### src/rtl/core/rau_pkg.sv
`timescale 1ns / 1ps
package rau_pkg;

  localparam int DATA_W        = 32;
  localparam int PROD_W        = 2 * DATA_W;
  localparam int DEN_W         = DATA_W - 1;
  localparam int DEFAULT_WIDTH = 32;
  localparam int ACT_W         = 3;

  localparam logic [ACT_W-1:0] ACT_ADD = 3'd0;
  localparam logic [ACT_W-1:0] ACT_SUB = 3'd1;
  localparam logic [ACT_W-1:0] ACT_MUL = 3'd2;
  localparam logic [ACT_W-1:0] ACT_DIV = 3'd3;

  typedef logic [PROD_W-1:0] wide_t;

endpackage

### src/rtl/core/rau_div.sv
`timescale 1ns / 1ps
module rau_div (
  input  logic             clk_i,
  input  logic             rst_ni,
  input  logic             start_i,
  input  rau_pkg::wide_t   dividend_i,
  input  rau_pkg::wide_t   divisor_i,
  output logic             done_o,
  output rau_pkg::wide_t   quot_o
);
  import rau_pkg::*;

  localparam int CNT_W = $clog2(PROD_W + 1);

  logic             busy_q, done_q;
  logic [CNT_W-1:0] cnt_q;
  wide_t            quo_q, rem_q, dsr_q;
  logic [PROD_W:0]  rem_sh, trial;

  // Restoring division, one quotient bit per cycle.
  assign rem_sh = {rem_q, quo_q[PROD_W-1]};
  assign trial  = rem_sh - {1'b0, dsr_q};

  always_ff @(posedge clk_i or negedge rst_ni) begin
    if (!rst_ni) begin
      busy_q <= 1'b0;
      done_q <= 1'b0;
      cnt_q  <= '0;
    end else begin
      done_q <= 1'b0;
      if (!busy_q) begin
        if (start_i) begin
          busy_q <= 1'b1;
          quo_q  <= dividend_i;
          rem_q  <= '0;
          dsr_q  <= divisor_i;
          cnt_q  <= '0;
        end
      end else begin
        if (!trial[PROD_W]) begin
          rem_q <= trial[PROD_W-1:0];
          quo_q <= {quo_q[PROD_W-2:0], 1'b1};
        end else begin
          rem_q <= rem_sh[PROD_W-1:0];
          quo_q <= {quo_q[PROD_W-2:0], 1'b0};
        end
        cnt_q <= cnt_q + 1'b1;
        if (cnt_q == CNT_W'(PROD_W - 1)) begin
          busy_q <= 1'b0;
          done_q <= 1'b1;
        end
      end
    end
  end

  assign done_o = done_q;
  assign quot_o = quo_q;

endmodule
### config.mk
export PLATFORM = sky130hd
export DESIGN_NAME = rau_div
export DESIGN_NICKNAME = d
export VERILOG_FILES = /design/src/rtl/core/rau_pkg.sv /design/src/rtl/core/rau_div.sv
export SDC_FILE = /design/constraint.sdc
export NUM_CORES = 1
export LEC_CHECK = 0
export BUFFER_PORTS_ARGS = -buffer_cell sky130_fd_sc_hd__buf_2
export CORE_UTILIZATION = 50
export CTS_CLUSTER_SIZE = 24
export DETAILED_ROUTE_END_ITERATION = 10
export PLACE_DENSITY = 0.72
export SYNTH_ARGS = -nofsm -noshare
export SYNTH_HDL_FRONTEND = slang
export SYNTH_SLANG_ARGS = --single-unit
### constraint.sdc
create_clock -name clk_i -period 11.6 [get_ports clk_i]
set_clock_uncertainty 0.2 [all_clocks]
set_input_delay 1.74 -clock clk_i [delete_from_list [all_inputs] [get_ports clk_i]]
set_output_delay 1.74 -clock clk_i [all_outputs]
set_load 0.005 [all_outputs]
==> results.cfg <==
[pwr]
combPwrFrac_pct = 48.2
p_leak_nw = 6.08
netSwitchingFraction_pct = 39.1
p_sw_mw = 1.42
power_mw = 3.63
powerDensity_nw_per_um2 = 257
clkPwrFrac_pct = 20.0
p_seq_share_pct = 31.8
p_int_mw = 2.21
ir_worst_vdd_uv = 138

[floorplan]
die_h_um = 158
rows = 56
fp.dieArea_sq_um = 25100
io_pins = 196
start_util_pct = 51.5
core_area_sq_um = 23800
die_w_um = 158

[layout]
synthToLayoutAreaGrowth_pct = 15.3
drive_gt1_share_pct = 24.4
n_antenna_cell = 0
fin_nets = 1500

[worst_setup_path]
startpoint_type = register
reg2reg_from = quot_o[63]
end_kind = register
crit_path_end = rem_q[17]
crit_path_start = quot_o[63]
r2r_cells = 14
cp_max_fo = 57
crit_required_ns = 11.63
ff2ff_setup_slack_ns = 7.28
regToRegEndpoint = rem_q[17]
criticalPathCategory = register to register
crit_arrival_ns = 4.35

[place]
preCtsSetupSlack_ns = 7.31
dp_hpwl_mm = 20.7
io_buffer_count = 195
gp_congestion = 0.914

[timing]
relSlewSlack_pct = 25.2
fmax_mhz = 232
setup_viol = 0
hold_violations = 0
post-route-min-period_ns = 4.32
min_period_over_period_pct = 37.2
maxSlewViolCount = 0
worst-slew-pin-transition_ns = 1.12
fin_ws_ns = 7.28
rsz0062_at_grt = no
tns_ns = 0

[global_route]
grt_max_degree = 80
antenna_found_initial = 0
grt_pass1_vias = 9030
grt_util_all_layers_pct = 23.0
grt.overflow.total = 0
grt_first_pass_wirelength_mm = 45.3

[clock_network]
cts_hold_buf = 0
cts_root_buf = clkbuf_16
cts_sinks = 201
clk_latency_ns = 0.53
cts_setup_buffers = 0
ctsResizeCount = 0
cts_buffers = 23
h-tree-depth = 1
clk_pin_slew_ns = 0.06
cts_tree = done
clockBufferDepth = 3

[logic_synthesis]
synth_cell_type_count = 65
seq_area_frac_synth_pct = 48.9
synth.avg_cell_area_sq_um = 10.8
ys_seq_elements = 201
syn_inst = 1130
synth_edf_count = 192
async_flop_share_pct = 4.48
synth_nets = 1327
synth_area_sq_um = 12200
yosysWarnings = 0
ys.flop_type = edfxtp_1

[routing]
drc = 0
ant_nets = 0
via_count = 9108
drtIter0Drc = 527
drt-total-wl_mm = 28.5
first_pass_iters = 4
wl_per_cell_um = 17.4
via_per_inst = 5.56

[hold_path]
hold_depth = 1
min_path_type = register to register

[run_status]
status = complete, no violations

[job]
drv_cap = 0
==> cells in the final DEF, fill, tap and decap left out, drive strengths merged, types with 19 or more instances in the layout <==
master	n
nand4	19
mux2	63
a21o	30
ha	65
xnor2	28
mux2i	50
nand3	21
a21oi	93
nand2	82
o21ai	56
inv	87
buf	201
nor2	95
edfxtp	192
xor2	29
clkbuf	27
==> synthesized netlist by cell type (5+ instances only) <==
library cell,number,area (sq um)
buf_6,6,67.6
o211ai_1,6,45.0
nand4_1,19,119
xor2_1,29,254
nand2_1,80,300
xnor2_1,28,245
ha_1,65,813
o21ai_0,47,235
buf_8,5,75.1
nor2b_1,9,56.3
o21bai_1,15,113
o21a_1,10,75.1
nor3_1,17,85.1
inv_1,85,319
o21ai_1,8,40.0
dfrtp_1,9,225
a21oi_1,89,445
a21o_1,30,225
nand3_1,21,105
a31oi_1,10,62.6
nor2_1,95,357
edfxtp_1,192,5770
nand2b_1,15,93.8
nor4_1,5,31.3
and3_1,7,43.8
mux2_2,63,709
and2_1,6,37.5
buf_2,16,80.1
mux2i_1,50,500
clkbuf_1,26,97.6
a211oi_2,5,62.6
==> critical path: stages (launching register included) <==
cell	delay [ns]
edfxtp_1	0.34
inv_1	0.05
ha_1	0.22
fa_1	0.41
nand2b_1	0.19
a21oi_2	0.21
o211ai_2	0.13
a21boi_1	0.22
o2111a_1	0.31
o21ai_4	0.09
a21bo_1	0.25
a221oi_4	0.27
buf_4	0.74
mux2i_1	0.27
nor2_1	0.06
==> sequential cells by signal, summed over array words and instances (netlist names) <==
name    count
dsr_q      64
quot_o     64
rem_q      64
cnt_q       7
busy_q      1
done_o      1
==> how the worst min path moves through the flow <==
stage	endpoint	slack, ns	from
after floorplan	done_o	0.22	cnt_q[6]
after global placement	done_o	0.24	cnt_q[6]
after detailed placement	done_o	0.26	cnt_q[6]
after CTS	done_o	0.28	cnt_q[6]
after global routing	done_o	0.31	cnt_q[6]
final	done_o	0.29	cnt_q[6]
==> layer usage <==
| metal | GRT usage (%) | share of wire (%) | up-vias |
|---|---|---|---|
| met5 | 0 | 0 | - |
| met3 | 4.65 | 6.3 | 34 |
| met4 | 6.32 | 2.3 | 0 |
| met2 | 39.2 | 47 | 281 |
| li1 | - | - | 4486 |
| met1 | 29.5 | 44 | 4307 |
==> power by group through the flow <==
| stage | logic, mW | clock network (mW) | registers, mW |
|---|---|---|---|
| 3_3_place_gp | 1.69 | 0 | 1.16 |
| 5_1_grt | 1.96 | 0.769 | 1.17 |
| 4_1_cts | 1.74 | 0.743 | 1.15 |
| 2_1_floorplan | 1.45 | 0 | 1.13 |
| 3_5_place_dp | 1.74 | 0 | 1.16 |
| 6_report | 1.75 | 0.727 | 1.15 |
==> kinds of logic (layout without fill, tap and decap cells) <==
kind of cell             Yosys count  after routing  share of synthesized area (%)
XOR/XNOR                          57             57                           4.08
buffers and inverters            138            327                           5.22
AND/OR/NAND/NOR                  283            283                           10.6
multiplexers                     113            113                           9.88
flip-flops                       201            201                           48.9
adder cells (fa/ha/maj)           66             66                           6.81
AO/OA/AOI/OAI                    272            272                           14.5
==> stage by stage <==
stage,util (%),cell area [sq um],hold WS (ns),cells
floorplan,-,12200,0.222,1130
global placement,56.3,13400,0.244,1597
detailed placement,56.3,13400,0.262,1597
CTS,59.4,14100,0.278,1638
global route,59.4,14100,0.306,1638
finish,59.4,14100,0.287,1638
==> cell type report <==
type	count	area, sq um
multi-input combinational	791	5630
clock buffer	27	611
inverter	85	319
clock inverter	14	143
sequential	201	5990
timing repair buffer	201	1020
fill	2054	9630
tap	319	399
Power figures use the tool's default switching activity.
