[config.mk]
export PLATFORM = sky130hd
export DESIGN_NAME = rau_gcd
export DESIGN_NICKNAME = d
export VERILOG_FILES = /design/src/rtl/core/rau_pkg.sv /design/src/rtl/core/rau_gcd.sv
export SDC_FILE = /design/constraint.sdc
export NUM_CORES = 1
export LEC_CHECK = 0
export ABC_AREA = 1
export BUFFER_PORTS_ARGS = -buffer_cell sky130_fd_sc_hd__buf_4
export CAP_MARGIN = 40
export CORE_UTILIZATION = 38
export CTS_BUF_LIST = sky130_fd_sc_hd__clkbuf_4
export CTS_CLUSTER_DIAMETER = 30
export CTS_CLUSTER_SIZE = 10
export DETAILED_ROUTE_END_ITERATION = 16
export GPL_ROUTABILITY_DRIVEN = 0
export SLEW_MARGIN = 20
export SYNTH_ARGS = -nofsm -noshare
export SYNTH_HDL_FRONTEND = slang
export SYNTH_SLANG_ARGS = --single-unit
[constraint.sdc]
create_clock -name clk_i -period 10.2 [get_ports clk_i]
set_clock_uncertainty 0.15 [all_clocks]
set_input_delay 2.04 -clock clk_i [delete_from_list [all_inputs] [get_ports clk_i]]
set_output_delay 2.04 -clock clk_i [all_outputs]
set_load 0.01 [all_outputs]
[src/rtl/core/rau_pkg.sv]
`timescale 1ns / 1ps
package rau_pkg;

  localparam int DATA_W        = 32;
  localparam int PROD_W        = 2 * DATA_W;
  localparam int DEN_W         = DATA_W - 1;
  localparam int DEFAULT_WIDTH = 32;
  localparam int ACT_W         = 3;

  localparam logic [ACT_W-1:0] ACT_ADD = 3'd0;
  localparam logic [ACT_W-1:0] ACT_SUB = 3'd1;
  localparam logic [ACT_W-1:0] ACT_MUL = 3'd2;
  localparam logic [ACT_W-1:0] ACT_DIV = 3'd3;

  typedef logic [PROD_W-1:0] wide_t;

endpackage

[src/rtl/core/rau_gcd.sv]
`timescale 1ns / 1ps
module rau_gcd (
  input  logic             clk_i,
  input  logic             rst_ni,
  input  logic             start_i,
  input  rau_pkg::wide_t   x_i,
  input  rau_pkg::wide_t   y_i,
  output logic             done_o,
  output rau_pkg::wide_t   g_o
);
  import rau_pkg::*;

  localparam int K_W = $clog2(PROD_W);

  typedef enum logic [1:0] {G_IDLE, G_TWOS, G_XODD, G_LOOP} gstate_e;

  gstate_e      state_q;
  wide_t        x_q, y_q, g_q;
  logic [K_W-1:0] k_q;
  logic         done_q;

  // Binary gcd: strip common factors of two, then subtract and shift.
  always_ff @(posedge clk_i or negedge rst_ni) begin
    if (!rst_ni) begin
      state_q <= G_IDLE;
      done_q  <= 1'b0;
      k_q     <= '0;
    end else begin
      done_q <= 1'b0;
      case (state_q)
        G_IDLE: begin
          if (start_i) begin
            x_q     <= x_i;
            y_q     <= y_i;
            k_q     <= '0;
            state_q <= G_TWOS;
          end
        end
        G_TWOS: begin
          if (!x_q[0] && !y_q[0]) begin
            x_q <= x_q >> 1;
            y_q <= y_q >> 1;
            k_q <= k_q + 1'b1;
          end else begin
            state_q <= G_XODD;
          end
        end
        G_XODD: begin
          if (!x_q[0]) x_q <= x_q >> 1;
          else state_q <= G_LOOP;
        end
        G_LOOP: begin
          if (y_q == '0) begin
            g_q     <= x_q << k_q;
            done_q  <= 1'b1;
            state_q <= G_IDLE;
          end else if (!y_q[0]) begin
            y_q <= y_q >> 1;
          end else if (x_q > y_q) begin
            x_q <= y_q;
            y_q <= x_q - y_q;
          end else begin
            y_q <= y_q - x_q;
          end
        end
        default: state_q <= G_IDLE;
      endcase
    end
  end

  assign done_o = done_q;
  assign g_o    = g_q;

endmodule

==> impl_metrics.py, run 1 <==
metrics = {
    "yosys": {
        "synthAdderAreaFrac_pct": 7.05,
        "ys_types": 40,
        "ys_ff_latch": 201,
        "synth_area_um2": 24400,
        "synth_compound_area_share_pct": 13.1,
        "synthCells": 4160,
        "avgSynthCellArea_um2": 5.85,
        "synth_edf_count": 192,
        "yosys.area_share.simple_pct": 38.3,
        "synth-seq-area-share_pct": 24.6,
        "synth-main-ff-cell": "edfxtp_1",
        "synth_xor_area_share_pct": 2.37,
        "yosysWarningCount": 0,
        "synth.net_count": 4427,
        "synth_top_family_by_area": "simple AND/OR/NAND/NOR gates",
        "synthArstFlopShare_pct": 4.48,
        "synthMuxAreaShare_pct": 2.01,
    },
    "clocking": {
        "cts_max_path_buffers": 3,
        "cts_root_buf": "clkbuf_4",
        "cts.sinks": 201,
        "ctsHoldBuffers": 0,
        "htree_levels": 2,
        "cts_setup_buffers": 0,
        "ctsResizeCount": 0,
        "cts.clk_slew.worst_paths_ps": 100,
        "cts-buffers-inserted": 43,
        "clock_latency_ps": 720,
        "cts_tree": "yes",
    },
    "floorplan": {
        "die_h_um": 255,
        "fp.coreArea_um2": 63200,
        "dieArea_um2": 65100,
        "start_util_pct": 38.5,
        "rows": 92,
        "die_x_um": 255,
        "io_pins": 196,
    },
    "grt": {
        "grt_usage_pct": 31.3,
        "antenna_found_initial": 2,
        "grt_pass1_wl_um": 153000,
        "grt_max_degree": 95,
        "grt_overflow_total": 0,
        "grt_pass1_vias": 25400,
    },
    "setup_path": {
        "path_buf_inv": 5,
        "cpMostUsedCell": "nand2_1",
        "regToRegStartpoint": "x_q[0]",
        "reg2reg_slack_ps": 5370,
        "cp_top_family": "buffers and inverters",
        "cpPeakStageDelay_ps": 670,
        "arrival_ps": 5030,
        "critical_path.cell_chain": "inv_1 -> ha_1 -> inv_1 -> fa_1 -> nand3_1 -> nand3_1 -> nand2_1 -> nand2_1 -> nand2_1 -> nand2_1 -> nand2_1 -> nand2_2 -> nand2_2 -> a21boi_4 -> buf_4 -> nor2_1 -> nor4_2 -> buf_4 -> buf_16",
        "r2r_cells": 19,
        "cp-start-kind": "flop",
        "r2r-end": "x_q[51]",
        "slowest_stage": "buf_4",
        "cp_max_fo": 63,
        "end_kind": "flop",
        "required_ps": 10400,
        "crit_type": "flop to flop",
    },
    "route": {
        "route.detailed.drc": 0,
        "avgRoutedWirePerCell_um": 20.1,
        "vias": 27600,
        "first_pass_iters": 9,
        "via_per_inst": 5.35,
        "ant_nets": 0,
        "routed_wl_um": 104000,
        "first_iter_violations": 3377,
    },
    "worst_hold_path": {
        "hp-class": "flop to flop",
        "min_to": "state_q[0]",
        "min_path_cells": 2,
        "holdCritStartpoint": "state_q[0]",
    },
    "place": {
        "placed_area_um2": 26600,
        "port-buffer-count": 195,
        "dp_hpwl_um": 84000,
    },
    "finish": {
        "nets": 4548,
        "syn2layout_area_growth_pct": 12.3,
        "drive_gt1_share_pct": 8.58,
        "fin_area_um2": 27400,
    },
    "timing": {
        "drv_slew": 0,
        "fin_crit_ps": 4830,
        "max_freq_mhz": 207,
        "rsz0062_at_grt": "no",
        "setup_viol": 0,
        "fin_tns_setup_ps": 0,
        "worst_slew_pin_slew_ps": 894,
        "fin_crit_sh_pct": 47.4,
        "finalHoldViolCount": 0,
        "max_slew_margin_pct": 40.4,
    },
    "run_status": {
        "status": "finished clean",
    },
    "run": {
        "cap_violations": 0,
    },
}
cell families (layout without fill, tap and decap cells):
kind of cell	after synthesis	count (layout)
AOI/OAI and AO/OA	542	542
buffers and inverters	809	962
xor gates and xnor gates	66	66
DFF	201	201
muxes	49	49
and+or+nand+nor	2357	2357
other	0	1
adders and majority gates	136	136
how the worst max path moves through the flow:
stage          slack (ps)  cells past startpoint    start  endpoint
6_report             5370                     19   x_q[0]   x_q[51]
5_1_grt              5010                     19   x_q[0]   x_q[59]
4_1_cts              5440                     19   x_q[0]   x_q[59]
3_5_place_dp         5510                     12   y_q[0]   x_q[51]
3_3_place_gp         5410                     18   x_q[0]   x_q[51]
2_1_floorplan        1090                      5  start_i   x_q[10]
tightest hold or removal path, stage by stage (launching register included):
cell and delay (ps):
dfrtp_1 410, nand2_1 60, o21ai_0 60
Yosys cell counts (2+ instances only):
master	instances	area (um^2)
o21bai_1	6	45.0
nor4_1	8	50.1
nor2_4	2	22.5
nor2_1	333	1250
inv_2	12	45.0
a221oi_1	62	543
o21a_1	4	30.0
buf_2	21	105
buf_4	2	15.0
nor3_1	18	90.1
clkinv_1	3	11.3
o311ai_0	2	17.5
a21oi_1	165	826
nand2_1	1767	6630
xnor2_1	13	114
o21ai_0	225	1130
or2_2	28	175
edfxtp_1	192	5770
xor2_1	53	464
nor2_2	9	56.3
ha_1	134	1680
a22oi_1	62	465
o211ai_1	11	82.6
dfrtp_1	9	225
nand3b_1	4	30.0
nand2_2	4	25.0
buf_1	22	82.6
mux2i_1	49	490
clkbuf_1	108	405
nand3_1	129	646
inv_1	641	2410
and2_1	5	31.3
nand4_1	49	307
fa_1	2	40.0
registers in the layout (all words and copies together), names as in the netlist:
register / cells
state_q: 2
k_q: 6
g_o: 64
done_o: 1
x_q: 64
y_q: 64
cell usage in the layout, fill, tap and decap left out, types with 129 or more instances in the layout:
cell type and count:
nand2_1 1766, o21ai_0 225, a21oi_1 165, inv_1 638, nand3_1 129, edfxtp_1 192
ha_1 131, nor2_1 331, buf_4 221
layout make-up:
type | count | area, um^2
diodes | 1 | 2.50
clock buffers | 50 | 375
clock inverters | 27 | 330
fillers | 6811 | 35800
inverters | 656 | 2460
multi-input cells | 3150 | 15300
flip-flops and latches | 201 | 5990
well taps | 846 | 1060
repair buffers | 229 | 1800
routing by layer:
layer,global-route usage [%],share of wire (%),routed length (um),up-vias
met5,0,0.013,13,-
met4,13.6,4.5,4710,2
met3,6.62,11,11800,223
met2,47.8,42,44000,1539
met1,42.3,42,43300,12500
li1,-,-,-,13400
per-stage QoR:
stage                     utilization, %  hold slack [ps]  cells  setup WS (ps)
after global routing                43.3              506   5160           5010
after global placement              42.0              403   5074           5410
after CTS                           43.2              430   5154           5440
final                               43.3              417   5160           5370
after detailed placement            42.1              408   5077           5510
after floorplan                        -              357   4160           1090
Power of run 1 is left out: the tool's default activity adds up to more than one toggle a clock period on the data nets, which glitch-free logic cannot reach.
==> inputs of run 2 (changes only) <==
Clock period 10.2 ns to 4.4 ns, I/O delays scaled along.
==> impl_metrics.py, run 2 (synthesis results as in run 1) <==
metrics = {
    "finish": {
        "final_core_util_pct": 44.0,
        "final_common_cell": "nand2_1",
        "layout_common_cells": "nand2_1, inv_1, nor2_1",
        "fill_cells": 6833,
        "drive_gt1_share_pct": 9.59,
        "nets": 4581,
        "syn2layout_area_growth_pct": 14.2,
    },
    "grt": {
        "grt_max_degree": 72,
        "antenna_found_initial": 2,
        "grt_usage_pct": 31.9,
        "grt_pass1_vias": 25500,
        "grt_pass1_wl_um": 155000,
        "grt_overflow_total": 0,
    },
    "clocking": {
        "cts.clk_slew.worst_paths_ps": 110,
        "cts-buffers-inserted": 45,
        "cts_max_path_buffers": 3,
        "cts_tree": "yes",
        "cts_setup_buffers": 0,
        "cts.sinks": 201,
        "clock_latency_ps": 810,
        "htree_levels": 2,
        "cts_root_buf": "clkbuf_4",
    },
    "route": {
        "first_iter_violations": 3381,
        "vias": 27900,
        "via_per_inst": 5.37,
        "route.detailed.drc": 0,
        "first_pass_iters": 7,
        "avgRoutedWirePerCell_um": 20.3,
        "ant_nets": 0,
        "routed_wl_um": 105000,
    },
    "setup_path": {
        "required_ps": 4820,
        "reg2reg_slack_ps": 430,
        "slowest_stage": "ha_1",
        "end_kind": "flop",
        "cpMostUsedCell": "nand2_1",
        "cp_top_family": "simple AND/OR/NAND/NOR gates",
        "cp_max_fo": 22,
        "cp-start-kind": "flop",
        "arrival_ps": 4380,
        "crit_type": "flop to flop",
        "critical_path.cell_chain": "inv_1 -> ha_1 -> nand2_1 -> nor2_2 -> inv_2 -> nor3_2 -> nand2_1 -> nor2_1 -> nand2_2 -> a21boi_4 -> buf_4 -> nand2_1 -> nand2_1 -> nand2_1 -> nand2_1 -> nand2_1",
        "cpPeakStageDelay_ps": 470,
        "path_buf_inv": 3,
    },
    "run": {
        "cap_violations": 0,
    },
    "timing": {
        "finalHoldViolCount": 0,
        "max_freq_mhz": 252,
        "fin_crit_ps": 3970,
        "fin_tns_setup_ps": 0,
        "worst_slew_pin_slew_ps": 928,
        "rsz0062_at_grt": "no",
        "fin_crit_sh_pct": 90.1,
        "setup_viol": 0,
        "drv_slew": 0,
        "setup_ws_ps": 435,
        "max_slew_margin_pct": 37.5,
    },
    "floorplan": {
        "start_util_pct": 38.5,
        "dieArea_um2": 65100,
        "die_x_um": 255,
        "fp.coreArea_um2": 63200,
        "io_pins": 196,
        "die_h_um": 255,
        "rows": 92,
    },
    "run_status": {
        "status": "finished clean",
    },
    "place": {
        "dp_slack_ps": 585,
        "port-buffer-count": 195,
        "dp_hpwl_um": 86000,
    },
    "worst_hold_path": {
        "hp-class": "input port to flop",
    },
}
run 2: cell types whose count changed in the layout (fill, tap and decap cells not counted), moves of 3 or more:
cell and delta:
bufinv_16 +3, clkinv_1 -3, buf_4 +26, clkinvlp_4 -5, diode_2 +3, buf_12 +6, inv_6 +6
run 2: final timing paths:
check	startpoint	to	depth (start not counted)
setup / recovery	x_q[59]	y_q[38]	16
hold / removal	y_i[45]	y_q[45]	3
setup reg to reg	x_q[59]	y_q[38]	16
hold reg to reg	state_q[0]	state_q[0]	2
max in group asynchronous	rst_ni	k_q[0]	2
min in group asynchronous	rst_ni	state_q[1]	2
run 2: what timing repair did:
item	4_1_cts	5_1_grt
hold buffers	1	0
endpoints found under the hold margin	9	0
resized for setup	0	0
run 2: worst register-to-register path, delay by kind of cell, from the launching register on:
| kind | cells | cell delay [ps] |
|---|---|---|
| AOI/OAI and AO/OA | 1 | 360 |
| adders and majority gates | 1 | 470 |
| buffers and inverters | 3 | 670 |
| DFF | 1 | 450 |
| and+or+nand+nor | 11 | 1630 |
run 2: layout make-up:
type                            instances  area (um^2)  area share [%]
Antenna cell                            4         10.0          0.0360
Clock buffer                           52          390            1.40
Clock inverter                         31          445            1.60
Inverter                              656         2460            8.86
Multi-Input combinational cell       3150        15400            55.3
Sequential cell                       201         5990            21.5
Tap cell                              846         1060            3.80
Timing Repair Buffer                  260         2080            7.47
run 2: metal layers:
layer	share of wire (%)	track usage, %	up-vias
met1	42	43.9	12700
met2	42	47.7	1547
met3	12	7.17	244
met5	0	0	-
met4	4.6	13.3	0
li1	-	-	13400
run 2: per-stage QoR:
stage | instances | area, um^2 | hold slack, ps
5_1_grt | 5199 | 27800 | 202
4_1_cts | 5193 | 27800 | 183
2_1_floorplan | 4160 | 24400 | 357
3_3_place_gp | 5108 | 26900 | 407
6_report | 5200 | 27800 | 224
3_5_place_dp | 5109 | 26900 | 416
Power of run 2 is left out for the same reason.
